[src/sv/rrpg_pkg.sv]
// ----------------------------------------------------------------------------
// Ring point generator package
// Shared widths, register codes, CORDIC arctangent table, the command and
// status structs between controller and datapath, and rounding helpers.
// ----------------------------------------------------------------------------
package rrpg_pkg;

  // Field widths.
  localparam int unsigned COORD_W    = 32;
  localparam int unsigned VTX_W      = 6;
  localparam int unsigned SPT_W      = 10;
  localparam int unsigned PHI_W      = 17;
  localparam int unsigned CFG_IDX_W  = 2;
  localparam int unsigned CFG_DATA_W = 17;

  // Internal widths.
  localparam int unsigned MAG_W    = 17;  // magnitude of the sweep
  localparam int unsigned ANG_W    = 16;  // angle in 1/65536 turn
  localparam int unsigned CORDIC_W = 34;  // CORDIC x, y and z registers
  localparam int unsigned PROD_W   = 2 * COORD_W;

  // Parameter defaults and limits.
  localparam int unsigned MAX_RING_STEPS_DEF    = 63;
  localparam int unsigned CORDIC_ITERATIONS_DEF = 16;
  localparam int unsigned MAX_CORDIC_ITER       = 24;
  localparam int unsigned ITER_W                = $clog2(MAX_CORDIC_ITER);

  // CORDIC gain compensation, 0.607252935 in Q2.30.
  localparam int unsigned GAIN_Q30 = 652032874;

  // Register reset values.
  localparam logic [SPT_W-1:0] SPT_RESET        = SPT_W'(64);
  localparam logic [PHI_W-1:0] PHI_START_RESET  = PHI_W'(0);
  localparam logic [PHI_W-1:0] PHI_LENGTH_RESET = PHI_W'(65536);

  // Register indexes on the configuration channel.
  typedef enum logic [CFG_IDX_W-1:0] {
    CFG_STEPS_PER_TURN = 2'd0,
    CFG_PHI_START      = 2'd1,
    CFG_PHI_LENGTH     = 2'd2
  } cfg_idx_e;

  // Commands from the controller to the datapath.
  typedef struct packed {
    logic              load;      // capture a new profile point
    logic              div_step;  // one bit of sweep / steps
    logic              rot_init;  // fold the angle and seed the CORDIC
    logic              rot_step;  // one CORDIC micro-rotation
    logic [ITER_W-1:0] iter;      // micro-rotation index
    logic              mul_x;     // radius times cosine
    logic              mul_y;     // radius times sine, round cosine term
    logic              out_load;  // move the vertex into the output register
    logic              vtx_next;  // advance to the next vertex angle
  } rrpg_cmd_t;

  // Status from the datapath to the controller.
  typedef struct packed {
    logic last;      // current vertex closes the ring
    logic out_free;  // output register can take a word this cycle
  } rrpg_sts_t;

  // atan(2^-k) in 1/2^32 turn.
  function automatic logic [29:0] atan_turn(input logic [ITER_W-1:0] k);
    logic [29:0] r;
    unique case (k)
      5'd0:    r = 30'd536870912;
      5'd1:    r = 30'd316933406;
      5'd2:    r = 30'd167458907;
      5'd3:    r = 30'd85004756;
      5'd4:    r = 30'd42667331;
      5'd5:    r = 30'd21354465;
      5'd6:    r = 30'd10679838;
      5'd7:    r = 30'd5340245;
      5'd8:    r = 30'd2670163;
      5'd9:    r = 30'd1335087;
      5'd10:   r = 30'd667544;
      5'd11:   r = 30'd333772;
      5'd12:   r = 30'd166886;
      5'd13:   r = 30'd83443;
      5'd14:   r = 30'd41722;
      5'd15:   r = 30'd20861;
      5'd16:   r = 30'd10430;
      5'd17:   r = 30'd5215;
      5'd18:   r = 30'd2608;
      5'd19:   r = 30'd1304;
      5'd20:   r = 30'd652;
      5'd21:   r = 30'd326;
      5'd22:   r = 30'd163;
      5'd23:   r = 30'd81;
      default: r = 30'd0;
    endcase
    return r;
  endfunction

  // Q2.30 product back to Q16.16: round half up, then saturate to 32 bits.
  function automatic logic signed [COORD_W-1:0] round_sat(
    input logic signed [PROD_W-1:0] p
  );
    logic signed [PROD_W-1:0] t;
    logic signed [COORD_W-1:0] r;
    t = (p + PROD_W'(64'sd536870912)) >>> 30;
    if (t > PROD_W'(64'sd2147483647)) begin
      r = 32'sh7fffffff;
    end else if (t < -PROD_W'(64'sd2147483648)) begin
      r = 32'sh80000000;
    end else begin
      r = t[COORD_W-1:0];
    end
    return r;
  endfunction

endpackage

[src/sv/rrpg_intf.sv]
// ----------------------------------------------------------------------------
// Ring point generator channels
// Valid/ready interfaces for profile points, ring vertices and register writes.
// ----------------------------------------------------------------------------
interface rrpg_in_if;
  logic                                       valid;
  logic                                       ready;
  logic signed [rrpg_pkg::COORD_W-1:0]        radius;
  logic signed [rrpg_pkg::COORD_W-1:0]        height;
  logic                                       skip_point;

  modport source (output valid, radius, height, skip_point, input ready);
  modport sink   (input valid, radius, height, skip_point, output ready);
endinterface

interface rrpg_out_if;
  logic                                       valid;
  logic                                       ready;
  logic signed [rrpg_pkg::COORD_W-1:0]        ring_x;
  logic signed [rrpg_pkg::COORD_W-1:0]        ring_y;
  logic signed [rrpg_pkg::COORD_W-1:0]        ring_z;
  logic        [rrpg_pkg::VTX_W-1:0]          vertex_number;
  logic                                       last_vertex;

  modport source (output valid, ring_x, ring_y, ring_z, vertex_number, last_vertex,
                  input ready);
  modport sink   (input valid, ring_x, ring_y, ring_z, vertex_number, last_vertex,
                  output ready);
endinterface

interface rrpg_cfg_if;
  logic                                       valid;
  logic                                       ready;
  logic [rrpg_pkg::CFG_IDX_W-1:0]             index;
  logic [rrpg_pkg::CFG_DATA_W-1:0]            data;

  modport source (output valid, index, data, input ready);
  modport sink   (input valid, index, data, output ready);
endinterface

[src/sv/revolution_ring_point_generator_top.sv]
// ----------------------------------------------------------------------------
// Revolution ring point generator
// Turns one profile point into the ring of vertices of a surface of
// revolution, rotating the radius with a shared iterative CORDIC.
// ----------------------------------------------------------------------------
// Usage: write steps_per_turn, phi_start and phi_length on cfg_i while the
// block is idle; writes are never stalled, as ready is always high.
// Each word on in_i is one profile point. A word with skip_point set is
// taken and yields nothing. Any other point yields steps+1 words on out_o,
// the ring vertices at angles i*sweep/steps, numbered from zero, with
// last_vertex set on the closing one.
// Sequence: a point is taken, then a bit-serial divider splits the sweep by
// the step count. Each vertex then folds the angle, runs one micro-rotation
// per iteration on the single shared rotator, uses the one 32x32 multiplier
// twice, and hands the word to the output register. The next point is
// taken once the last vertex sits in the output register.
// A stalled receiver holds the current word in the output register and the
// block waits with the next vertex finished. Reset empties the output,
// returns to idle and restores the register defaults (64, 0, 65536).
// ----------------------------------------------------------------------------
module revolution_ring_point_generator_top #(
  parameter int unsigned MAX_RING_STEPS    = rrpg_pkg::MAX_RING_STEPS_DEF,
  parameter int unsigned CORDIC_ITERATIONS = rrpg_pkg::CORDIC_ITERATIONS_DEF
) (
  input  logic        clk_i,
  input  logic        rst_ni,
  rrpg_cfg_if.sink    cfg_i,
  rrpg_in_if.sink     in_i,
  rrpg_out_if.source  out_o
);

  // Configuration registers. The channel never stalls; a write to an index
  // past the list is taken and ignored.
  logic [rrpg_pkg::SPT_W-1:0] spt_q;
  logic [rrpg_pkg::PHI_W-1:0] phi_start_q;
  logic [rrpg_pkg::PHI_W-1:0] phi_length_q;

  assign cfg_i.ready = 1'b1;

  always_ff @(posedge clk_i or negedge rst_ni) begin
    if (!rst_ni) begin
      spt_q        <= rrpg_pkg::SPT_RESET;
      phi_start_q  <= rrpg_pkg::PHI_START_RESET;
      phi_length_q <= rrpg_pkg::PHI_LENGTH_RESET;
    end else if (cfg_i.valid) begin
      unique case (cfg_i.index)
        rrpg_pkg::CFG_STEPS_PER_TURN: spt_q        <= cfg_i.data[rrpg_pkg::SPT_W-1:0];
        rrpg_pkg::CFG_PHI_START:      phi_start_q  <= cfg_i.data[rrpg_pkg::PHI_W-1:0];
        rrpg_pkg::CFG_PHI_LENGTH:     phi_length_q <= cfg_i.data[rrpg_pkg::PHI_W-1:0];
        default: begin
        end
      endcase
    end
  end

  rrpg_pkg::rrpg_cmd_t cmd;
  rrpg_pkg::rrpg_sts_t sts;

  // The controller owns the input handshake; the datapath owns the output.
  rrpg_ctrl #(
    .CORDIC_ITERATIONS (CORDIC_ITERATIONS)
  ) u_ctrl (
    .clk_i      (clk_i),
    .rst_ni     (rst_ni),
    .in_valid_i (in_i.valid),
    .in_skip_i  (in_i.skip_point),
    .in_ready_o (in_i.ready),
    .sts_i      (sts),
    .cmd_o      (cmd)
  );

  rrpg_datapath #(
    .MAX_RING_STEPS (MAX_RING_STEPS)
  ) u_datapath (
    .clk_i        (clk_i),
    .rst_ni       (rst_ni),
    .cmd_i        (cmd),
    .sts_o        (sts),
    .spt_i        (spt_q),
    .phi_start_i  (phi_start_q),
    .phi_length_i (phi_length_q),
    .radius_i     (in_i.radius),
    .height_i     (in_i.height),
    .out_o        (out_o)
  );

endmodule

[src/sv/rrpg_ctrl.sv]
// ----------------------------------------------------------------------------
// Ring point generator controller
// Sequences the divider, the CORDIC iterations, the multiplies and the output
// hand-off for each vertex of a ring.
// ----------------------------------------------------------------------------
module rrpg_ctrl #(
  parameter int unsigned CORDIC_ITERATIONS = rrpg_pkg::CORDIC_ITERATIONS_DEF
) (
  input  logic                clk_i,
  input  logic                rst_ni,
  input  logic                in_valid_i,
  input  logic                in_skip_i,
  output logic                in_ready_o,
  input  rrpg_pkg::rrpg_sts_t sts_i,
  output rrpg_pkg::rrpg_cmd_t cmd_o
);

  localparam int unsigned CNT_W = rrpg_pkg::ITER_W;

  typedef enum logic [2:0] {
    S_IDLE,
    S_DIV,
    S_ROT_INIT,
    S_ROT,
    S_MUL_X,
    S_MUL_Y,
    S_EMIT
  } state_e;

  state_e           state_q, state_d;
  logic [CNT_W-1:0] cnt_q, cnt_d;

  always_comb begin
    state_d    = state_q;
    cnt_d      = cnt_q;
    cmd_o      = '0;
    cmd_o.iter = cnt_q;
    in_ready_o = 1'b0;
    unique case (state_q)
      S_IDLE: begin
        in_ready_o = 1'b1;
        // A skipped point is taken and dropped.
        if (in_valid_i && !in_skip_i) begin
          cmd_o.load = 1'b1;
          cnt_d      = '0;
          state_d    = S_DIV;
        end
      end
      S_DIV: begin
        cmd_o.div_step = 1'b1;
        if (cnt_q == CNT_W'(rrpg_pkg::MAG_W - 1)) begin
          cnt_d   = '0;
          state_d = S_ROT_INIT;
        end else begin
          cnt_d = cnt_q + CNT_W'(1);
        end
      end
      S_ROT_INIT: begin
        cmd_o.rot_init = 1'b1;
        cnt_d          = '0;
        state_d        = S_ROT;
      end
      S_ROT: begin
        cmd_o.rot_step = 1'b1;
        if (cnt_q == CNT_W'(CORDIC_ITERATIONS - 1)) begin
          state_d = S_MUL_X;
        end else begin
          cnt_d = cnt_q + CNT_W'(1);
        end
      end
      S_MUL_X: begin
        cmd_o.mul_x = 1'b1;
        state_d     = S_MUL_Y;
      end
      S_MUL_Y: begin
        cmd_o.mul_y = 1'b1;
        state_d     = S_EMIT;
      end
      S_EMIT: begin
        if (sts_i.out_free) begin
          cmd_o.out_load = 1'b1;
          if (sts_i.last) begin
            state_d = S_IDLE;
          end else begin
            cmd_o.vtx_next = 1'b1;
            state_d        = S_ROT_INIT;
          end
        end
      end
      default: begin
        state_d = S_IDLE;
      end
    endcase
  end

  always_ff @(posedge clk_i or negedge rst_ni) begin
    if (!rst_ni) begin
      state_q <= S_IDLE;
      cnt_q   <= '0;
    end else begin
      state_q <= state_d;
      cnt_q   <= cnt_d;
    end
  end

  // The ring ends with its last vertex and the controller is free again.
  assert property (@(posedge clk_i) disable iff (!rst_ni)
    (cmd_o.out_load && sts_i.last) |=> (state_q == S_IDLE))
    else $error("controller did not return to idle after the last vertex");

  // The angle only advances on a vertex that is handed to the output.
  assert property (@(posedge clk_i) disable iff (!rst_ni)
    cmd_o.vtx_next |-> (cmd_o.out_load && !sts_i.last))
    else $error("vertex advanced without an output word");

  // A point is captured only when a word that is not skipped is taken.
  assert property (@(posedge clk_i) disable iff (!rst_ni)
    cmd_o.load |-> (in_valid_i && in_ready_o && !in_skip_i))
    else $error("point captured without an accepted word");

endmodule

[src/sv/rrpg_datapath.sv]
// ----------------------------------------------------------------------------
// Ring point generator datapath
// Step count, sweep divider, angle accumulator, shared CORDIC rotator,
// one multiplier with rounding, and the output register.
// ----------------------------------------------------------------------------
module rrpg_datapath #(
  parameter int unsigned MAX_RING_STEPS = rrpg_pkg::MAX_RING_STEPS_DEF
) (
  input  logic                                 clk_i,
  input  logic                                 rst_ni,
  input  rrpg_pkg::rrpg_cmd_t                  cmd_i,
  output rrpg_pkg::rrpg_sts_t                  sts_o,
  input  logic [rrpg_pkg::SPT_W-1:0]           spt_i,
  input  logic [rrpg_pkg::PHI_W-1:0]           phi_start_i,
  input  logic [rrpg_pkg::PHI_W-1:0]           phi_length_i,
  input  logic signed [rrpg_pkg::COORD_W-1:0]  radius_i,
  input  logic signed [rrpg_pkg::COORD_W-1:0]  height_i,
  rrpg_out_if.source                           out_o
);

  localparam int unsigned CW    = rrpg_pkg::CORDIC_W;
  localparam int unsigned MW    = rrpg_pkg::MAG_W;
  localparam int unsigned SW    = rrpg_pkg::VTX_W;
  localparam int unsigned DW    = rrpg_pkg::COORD_W;
  localparam int unsigned AW    = rrpg_pkg::ANG_W;
  localparam int unsigned SWP_W = rrpg_pkg::PHI_W + 1;
  localparam int unsigned PRD_W = rrpg_pkg::SPT_W + 1 + SWP_W;
  localparam int unsigned QT_W  = PRD_W - 1 - 16;

  localparam logic signed [CW-1:0] QUARTER = CW'(64'sd1073741824);
  localparam logic signed [CW-1:0] HALF    = CW'(64'sd2147483648);

  // Step count and sweep magnitude from the registers.
  logic signed [SWP_W-1:0] sweep_s, sweep_neg;
  logic signed [PRD_W-1:0] prod_s;
  logic [QT_W-1:0]         quot;
  logic [SW-1:0]           steps_d;
  logic [MW-1:0]           mag_d;

  always_comb begin
    sweep_s   = $signed({1'b0, phi_length_i}) - $signed({1'b0, phi_start_i});
    sweep_neg = -sweep_s;
    prod_s    = $signed({1'b0, spt_i}) * sweep_s;
    quot      = prod_s[PRD_W-2:16];
    if (prod_s[PRD_W-1] || (prod_s == '0) || (quot < QT_W'(2))) begin
      steps_d = SW'(2);
    end else if (quot > QT_W'(MAX_RING_STEPS)) begin
      steps_d = SW'(MAX_RING_STEPS);
    end else begin
      steps_d = quot[SW-1:0];
    end
    mag_d = sweep_s[SWP_W-1] ? sweep_neg[MW-1:0] : sweep_s[MW-1:0];
  end

  // Per-point registers.
  logic [SW-1:0]          steps_q;
  logic [MW-1:0]          mag_q;
  logic                   neg_q;
  logic signed [DW-1:0]   radius_q, height_q;

  // Divider: dquo_q ends as mag / steps, rem_q as mag % steps.
  logic [MW-1:0] dquo_q;
  logic [SW-1:0] rem_q;
  logic [SW:0]   trial;
  logic          trial_ge;
  logic [SW:0]   trial_sub;

  // Angle accumulator: q_q is the rounded angle, acc_q its running remainder.
  logic [MW-1:0] q_q;
  logic [SW-1:0] acc_q;
  logic [SW-1:0] vtx_q;
  logic [SW:0]   acc_sum, acc_sub;
  logic          acc_ge;

  always_comb begin
    trial     = {rem_q, dquo_q[MW-1]};
    trial_ge  = (trial >= {1'b0, steps_q});
    trial_sub = trial - {1'b0, steps_q};
    acc_sum   = {1'b0, acc_q} + {1'b0, rem_q};
    acc_ge    = (acc_sum >= {1'b0, steps_q});
    acc_sub   = acc_sum - {1'b0, steps_q};
  end

  // CORDIC.
  logic signed [CW-1:0] x_q, y_q, z_q;
  logic                 flip_q;
  logic [AW-1:0]        phase;
  logic signed [CW-1:0] z0, dx, dy, atan_s;

  always_comb begin
    phase  = neg_q ? (~q_q[AW-1:0] + AW'(1)) : q_q[AW-1:0];
    z0     = CW'($signed({phase, 16'b0}));
    dx     = y_q >>> cmd_i.iter;
    dy     = x_q >>> cmd_i.iter;
    atan_s = $signed(CW'(rrpg_pkg::atan_turn(cmd_i.iter)));
  end

  // Multiplier with the half-turn fold applied to its operand.
  logic signed [CW-1:0]     xs, ys;
  logic signed [DW-1:0]     mop;
  logic signed [2*DW-1:0]   prod_q;
  logic signed [DW-1:0]     rx_q;

  always_comb begin
    xs  = flip_q ? -x_q : x_q;
    ys  = flip_q ? -y_q : y_q;
    mop = cmd_i.mul_x ? $signed(xs[DW-1:0]) : $signed(ys[DW-1:0]);
  end

  always_ff @(posedge clk_i) begin
    if (cmd_i.load) begin
      steps_q  <= steps_d;
      mag_q    <= mag_d;
      neg_q    <= sweep_s[SWP_W-1];
      radius_q <= radius_i;
      height_q <= height_i;
      dquo_q   <= mag_d;
      rem_q    <= '0;
      q_q      <= '0;
      acc_q    <= steps_d >> 1;
      vtx_q    <= '0;
    end
    if (cmd_i.div_step) begin
      rem_q  <= trial_ge ? trial_sub[SW-1:0] : trial[SW-1:0];
      dquo_q <= {dquo_q[MW-2:0], trial_ge};
    end
    if (cmd_i.vtx_next) begin
      vtx_q <= vtx_q + SW'(1);
      if (acc_ge) begin
        acc_q <= acc_sub[SW-1:0];
        q_q   <= q_q + dquo_q + MW'(1);
      end else begin
        acc_q <= acc_sum[SW-1:0];
        q_q   <= q_q + dquo_q;
      end
    end
    if (cmd_i.rot_init) begin
      x_q <= CW'(rrpg_pkg::GAIN_Q30);
      y_q <= '0;
      if (z0 > QUARTER) begin
        z_q    <= z0 - HALF;
        flip_q <= 1'b1;
      end else if (z0 < -QUARTER) begin
        z_q    <= z0 + HALF;
        flip_q <= 1'b1;
      end else begin
        z_q    <= z0;
        flip_q <= 1'b0;
      end
    end
    if (cmd_i.rot_step) begin
      if (!z_q[CW-1]) begin
        x_q <= x_q - dx;
        y_q <= y_q + dy;
        z_q <= z_q - atan_s;
      end else begin
        x_q <= x_q + dx;
        y_q <= y_q - dy;
        z_q <= z_q + atan_s;
      end
    end
    if (cmd_i.mul_x || cmd_i.mul_y) begin
      prod_q <= radius_q * mop;
    end
    if (cmd_i.mul_y) begin
      rx_q <= rrpg_pkg::round_sat(prod_q);
    end
  end

  // Output register.
  logic                 out_valid_q;
  logic signed [DW-1:0] ring_x_q, ring_y_q, ring_z_q;
  logic [SW-1:0]        vnum_q;
  logic                 vlast_q;
  logic                 last;

  assign last           = (vtx_q == steps_q);
  assign sts_o.last     = last;
  assign sts_o.out_free = !out_valid_q || out_o.ready;

  always_ff @(posedge clk_i or negedge rst_ni) begin
    if (!rst_ni) begin
      out_valid_q <= 1'b0;
    end else if (cmd_i.out_load) begin
      out_valid_q <= 1'b1;
    end else if (out_o.ready) begin
      out_valid_q <= 1'b0;
    end
  end

  always_ff @(posedge clk_i) begin
    if (cmd_i.out_load) begin
      ring_x_q <= rx_q;
      ring_y_q <= rrpg_pkg::round_sat(prod_q);
      ring_z_q <= height_q;
      vnum_q   <= vtx_q;
      vlast_q  <= last;
    end
  end

  assign out_o.valid         = out_valid_q;
  assign out_o.ring_x        = ring_x_q;
  assign out_o.ring_y        = ring_y_q;
  assign out_o.ring_z        = ring_z_q;
  assign out_o.vertex_number = vnum_q;
  assign out_o.last_vertex   = vlast_q;

  // A word is never written over one that is still waiting.
  assert property (@(posedge clk_i) disable iff (!rst_ni)
    cmd_i.out_load |-> (!out_valid_q || out_o.ready))
    else $error("output word overwritten before it was taken");

  // The accumulated angle of the closing vertex is the full sweep.
  assert property (@(posedge clk_i) disable iff (!rst_ni)
    (cmd_i.out_load && last) |-> (q_q == mag_q))
    else $error("closing vertex angle differs from the sweep");

  // The step count stays inside its clamp, and the remainder below it.
  assert property (@(posedge clk_i) disable iff (!rst_ni)
    cmd_i.out_load |-> ((steps_q >= SW'(2)) && (steps_q <= SW'(MAX_RING_STEPS))
                        && (acc_q < steps_q)))
    else $error("step count or angle remainder out of range");

endmodule
[src/flat_wrapper.sv]
// flat-port wrapper written by rule: the top's interface ports become plain ports
module revolution_ring_point_generator_top_flat 
#(
  parameter int unsigned MAX_RING_STEPS    = rrpg_pkg::MAX_RING_STEPS_DEF,
  parameter int unsigned CORDIC_ITERATIONS = rrpg_pkg::CORDIC_ITERATIONS_DEF
)
  (clk_i, rst_ni, cfg_i_valid, cfg_i_index, cfg_i_data, cfg_i_ready, in_i_valid, in_i_radius, in_i_height, in_i_skip_point, in_i_ready, out_o_valid, out_o_ring_x, out_o_ring_y, out_o_ring_z, out_o_vertex_number, out_o_last_vertex, out_o_ready);
  rrpg_cfg_if cfg_i_i ();
  rrpg_in_if in_i_i ();
  rrpg_out_if out_o_i ();
  input  logic clk_i;
  input  logic rst_ni;
  input wire logic [$bits(cfg_i_i.valid)-1:0] cfg_i_valid;
  input wire logic [$bits(cfg_i_i.index)-1:0] cfg_i_index;
  input wire logic [$bits(cfg_i_i.data)-1:0] cfg_i_data;
  output wire logic [$bits(cfg_i_i.ready)-1:0] cfg_i_ready;
  input wire logic [$bits(in_i_i.valid)-1:0] in_i_valid;
  input wire logic [$bits(in_i_i.radius)-1:0] in_i_radius;
  input wire logic [$bits(in_i_i.height)-1:0] in_i_height;
  input wire logic [$bits(in_i_i.skip_point)-1:0] in_i_skip_point;
  output wire logic [$bits(in_i_i.ready)-1:0] in_i_ready;
  output wire logic [$bits(out_o_i.valid)-1:0] out_o_valid;
  output wire logic [$bits(out_o_i.ring_x)-1:0] out_o_ring_x;
  output wire logic [$bits(out_o_i.ring_y)-1:0] out_o_ring_y;
  output wire logic [$bits(out_o_i.ring_z)-1:0] out_o_ring_z;
  output wire logic [$bits(out_o_i.vertex_number)-1:0] out_o_vertex_number;
  output wire logic [$bits(out_o_i.last_vertex)-1:0] out_o_last_vertex;
  input wire logic [$bits(out_o_i.ready)-1:0] out_o_ready;
  assign cfg_i_i.valid = cfg_i_valid;
  assign cfg_i_i.index = cfg_i_index;
  assign cfg_i_i.data = cfg_i_data;
  assign cfg_i_ready = cfg_i_i.ready;
  assign in_i_i.valid = in_i_valid;
  assign in_i_i.radius = in_i_radius;
  assign in_i_i.height = in_i_height;
  assign in_i_i.skip_point = in_i_skip_point;
  assign in_i_ready = in_i_i.ready;
  assign out_o_valid = out_o_i.valid;
  assign out_o_ring_x = out_o_i.ring_x;
  assign out_o_ring_y = out_o_i.ring_y;
  assign out_o_ring_z = out_o_i.ring_z;
  assign out_o_vertex_number = out_o_i.vertex_number;
  assign out_o_last_vertex = out_o_i.last_vertex;
  assign out_o_i.ready = out_o_ready;
  revolution_ring_point_generator_top #(.MAX_RING_STEPS(MAX_RING_STEPS), .CORDIC_ITERATIONS(CORDIC_ITERATIONS)) u_core (.clk_i(clk_i), .rst_ni(rst_ni), .cfg_i(cfg_i_i), .in_i(in_i_i), .out_o(out_o_i));
endmodule
[config.mk]
export PLATFORM = sky130hd
export DESIGN_NAME = revolution_ring_point_generator_top_flat
export DESIGN_NICKNAME = d
export VERILOG_FILES = /design/src/sv/rrpg_pkg.sv /design/src/sv/rrpg_intf.sv /design/src/sv/revolution_ring_point_generator_top.sv /design/src/sv/rrpg_ctrl.sv /design/src/sv/rrpg_datapath.sv /design/src/flat_wrapper.sv
export SDC_FILE = /design/constraint.sdc
export NUM_CORES = 2
export LEC_CHECK = 0
export BUFFER_PORTS_ARGS = -buffer_cell sky130_fd_sc_hd__buf_4
export CAP_MARGIN = 20
export CORE_AREA = 2 2 502 504
export DETAILED_ROUTE_END_ITERATION = 8
export DIE_AREA = 0 0 504 506
export SLEW_MARGIN = 20
export SYNTH_ARGS = -nofsm -noshare
export SYNTH_HDL_FRONTEND = slang
export SYNTH_SLANG_ARGS = --single-unit
export TNS_END_PERCENT = 1
[constraint.sdc]
create_clock -name clk_i -period 19.4 [get_ports clk_i]
set_input_delay 3.88 -clock clk_i [delete_from_list [all_inputs] [get_ports clk_i]]
set_output_delay 3.88 -clock clk_i [all_outputs]
set_load 0.01 [all_outputs]
==> results.yml <==
routing:
  drc: 0
  ant_nets: 0
  num_vias: 56800
  firstDrtPassIters: 7
  wl_per_cell_um: 19.7
  routed_via_density: 5.04
  wl_um: 222000
  drt_iter0_markers: 4025
clock_tree:
  postCtsSetupBuffers: 0
  clock_path_buffers: 3
  insertion_delay_ns: 0.77
  htree_levels: 2
  clkTransAtPathRegs_ns: 0.07
  cts.sinks: 448
  cts-root-buf: "clkbuf_16"
  cts-buffers-inserted: 57
  cts_resized: 0
  ctsHoldBuffers: 0
  cts_tree: "yes"
global_routing:
  grt_start_max_net_pins: 70
  grt_pass1_vias: 60100
  grt_pass1_wl_um: 350000
  grt.overflow.total: 0
  grt_usage: 0.174
  antenna_found_initial: 6
setup_path:
  reg2regPathDepth: 31
  timing.rr.start: "u_core.u_datapath.y_q[3]$_SDFFCE_PN0P_"
  crit_type: "reg -> reg"
  cp_slowest_cell: "o21ai_1"
  ff2ff_setup_slack_ns: 8.38
  cp.required_ns: 19.88
  critical_path.max_stage_delay_ns: 0.66
  endpoint_kind: "flop"
  rr_endpoint: "u_core.u_datapath.prod_q[62]$_DFFE_PP_"
  cp.arrival_ns: 11.50
  cp_common_cell: "fa_1"
  startpoint_type: "flop"
  crit_path_max_fanout: 32
layout:
  syn_to_final_growth_pct: 9.78
  drive_gt1_frac: 0.0817
  layout.nets: 9610
  n_fill_cell: 25800
synthesis:
  synth_seq_area_share: 0.177
  postSynthCellCount: 7896
  synth_warnings: 0
  synth_seq_cells: 448
  synthArstFlopShare: 0.118
  synth_nets: 9646
  avgSynthCellArea_sq_um: 9.42
  synth_flop_cell: "edfxtp_1"
  synth_edf_count: 395
  syn_area_sq_mm: 0.0744
  ys_types: 95
placement:
  place_hpwl_um: 168000
  portBuffers: 193
  gp_congestion: 0.936
timing:
  rsz0062_at_grt: "no"
  max_freq_ghz: 0.0907
  fin_tns_setup_ns: 0
  slew_headroom: 0.223
  slew_viol_final: 0
  finalSetupViolCount: 0
  tightest_slew_ns: 1.16
  min_period_ns: 11.02
  hold_viol_final: 0
  skew_ns: 0.0702
  period_share: 0.568
die:
  rows: 184
  dieArea_sq_mm: 0.255
  core_sq_mm: 0.250
  die_h_um: 506
  pin_count: 195
  die_w_um: 504
  initial_utilization: 0.298
hold_path:
  worstHoldEndpoint: "u_core.u_datapath.out_o.ring_x[24]$_DFFE_PP_"
  hold_path.class: "reg -> reg"
  hold_start: "u_core.u_datapath.rx_q[24]$_DFFE_PP_"
  min_path_cells: 0
outcome:
  run_status: "complete, no violations"
job:
  max_cap_viol_count: 0
==> worst max path at each step <==
stage | from | to | slack [ns] | depth (start not counted)
after floorplan | out_o_ready | u_core.u_datapath.acc_q[0]$_DFFE_PP_ | 8.76 | 6
after global placement | u_core.u_datapath.y_q[2]$_SDFFCE_PN0P_ | u_core.u_datapath.prod_q[62]$_DFFE_PP_ | 8.50 | 31
after detailed placement | u_core.u_datapath.y_q[3]$_SDFFCE_PN0P_ | u_core.u_datapath.prod_q[62]$_DFFE_PP_ | 8.47 | 31
after CTS | u_core.u_datapath.y_q[3]$_SDFFCE_PN0P_ | u_core.u_datapath.prod_q[62]$_DFFE_PP_ | 8.44 | 31
after global routing | u_core.u_ctrl.state_q[2]$_DFFE_PN0P_ | u_core.u_datapath.prod_q[62]$_DFFE_PP_ | 7.72 | 29
final | u_core.u_datapath.y_q[3]$_SDFFCE_PN0P_ | u_core.u_datapath.prod_q[62]$_DFFE_PP_ | 8.38 | 31
==> synthesized netlist by cell type, types with 76 or more instances <==
| cell type | n | share of area |
|---|---|---|
| a21o_1 | 92 | 0.0093 |
| a21oi_1 | 321 | 0.022 |
| and2_1 | 478 | 0.040 |
| clkbuf_1 | 356 | 0.018 |
| edfxtp_1 | 395 | 0.16 |
| fa_1 | 1250 | 0.34 |
| ha_1 | 411 | 0.069 |
| inv_1 | 1319 | 0.067 |
| mux2_2 | 76 | 0.012 |
| nand2_1 | 1017 | 0.051 |
| nand3_1 | 89 | 0.0060 |
| nor2_1 | 364 | 0.018 |
| nor3_1 | 76 | 0.0051 |
| o21ai_0 | 260 | 0.017 |
| xnor2_1 | 211 | 0.025 |
| xor2_1 | 176 | 0.021 |
==> per-stage QoR <==
step | instance area (sq um) | worst slack, ns | hold slack, ns | util | std cells
CTS | 81700 | 8.44 | 0.412 | 0.327 | 11300
floorplan | 74400 | 8.76 | 0.400 | - | 7896
detailed placement | 79700 | 8.47 | 0.405 | 0.319 | 11100
global placement | 79700 | 8.50 | 0.400 | 0.319 | 11100
finish | 81700 | 8.38 | 0.404 | 0.327 | 11300
global route | 81700 | 7.72 | 0.420 | 0.327 | 11300
==> placed cells by master (no fill, tap or decap), types with 17 or more instances in the layout <==
cell,n
o21bai_1,31
nand2_1,1016
inv_1,1317
buf_4,318
nand3_1,89
a31oi_1,60
o211ai_1,17
nor2_1,361
nand2b_1,54
fa_1,1250
a211oi_1,34
o22ai_1,26
xnor2_1,209
a21o_1,92
o31ai_1,35
a21oi_1,308
mux2i_1,61
o21ai_0,251
nor2b_1,48
mux4_2,62
ha_1,411
edfxtp_1,395
xor2_1,175
o21a_1,35
dfrtp_1,46
and3_1,66
nor4_1,20
mux2_2,76
nor3_1,74
clkbuf_16,57
or3_1,32
and2_1,477
nand4_1,31
==> worst max-delay path, delay by kind of cell (launching register included) <==
| family | cells | cell delay (ns) |
|---|---|---|
| AOI/OAI and AO/OA | 6 | 2.13 |
| xor gates and xnor gates | 2 | 0.32 |
| adders and majority gates | 9 | 4.23 |
| buffers and inverters | 4 | 0.61 |
| DFF | 1 | 0.52 |
| and+or+nand+nor | 10 | 2.93 |
==> kinds of logic after synthesis <==
logic type               after synthesis  synth area share
AO/OA/AOI/OAI                       1098            0.0926
XOR/XNOR                             387            0.0456
adder cells (fa/ha/maj)             1661             0.405
buffers and inverters               1734            0.0885
flip-flops                           448             0.177
multiplexers                         201            0.0388
other                                  1         0.0000504
AND/OR/NAND/NOR                     2366             0.152
==> sequential cells by signal, summed over array words and instances (netlist names), 10 cells and up <==
signal	cells
u_core.u_datapath.prod_q	35
u_core.u_datapath.x_q	34
u_core.u_datapath.y_q	34
u_core.u_datapath.z_q	34
u_core.u_datapath.height_q	32
u_core.u_datapath.out_o.ring_x	32
u_core.u_datapath.out_o.ring_y	32
u_core.u_datapath.out_o.ring_z	32
u_core.u_datapath.radius_q	32
u_core.u_datapath.rx_q	32
u_core.phi_length_q	17
u_core.phi_start_q	17
u_core.u_datapath.dquo_q	17
u_core.u_datapath.q_q	16
u_core.spt_q	10
==> area by class of cell <==
cell class,count,area [sq um],area share
multi-input combinational,5714,54900,0.673
sequential,448,13200,0.162
inverter,1320,4960,0.0607
tap,3348,4190,0.0513
timing repair buffer,319,2390,0.0293
clock buffer,63,1470,0.0180
clock inverter,45,520,0.00637
antenna,2,5.00,0.0000613
==> per-layer routing <==
layer | up-vias | share of wire | routed length [um] | GRT usage
met5 | - | 0.000058 | 13 | 0
met4 | 2 | 0.044 | 9760 | 0.0706
met3 | 463 | 0.065 | 14500 | 0.0274
met2 | 2059 | 0.48 | 107000 | 0.294
met1 | 29000 | 0.41 | 91100 | 0.222
li1 | 25200 | - | - | -
Power is left out: the tool's default activity adds up to more than one toggle a clock period on the data nets, which glitch-free logic cannot reach.
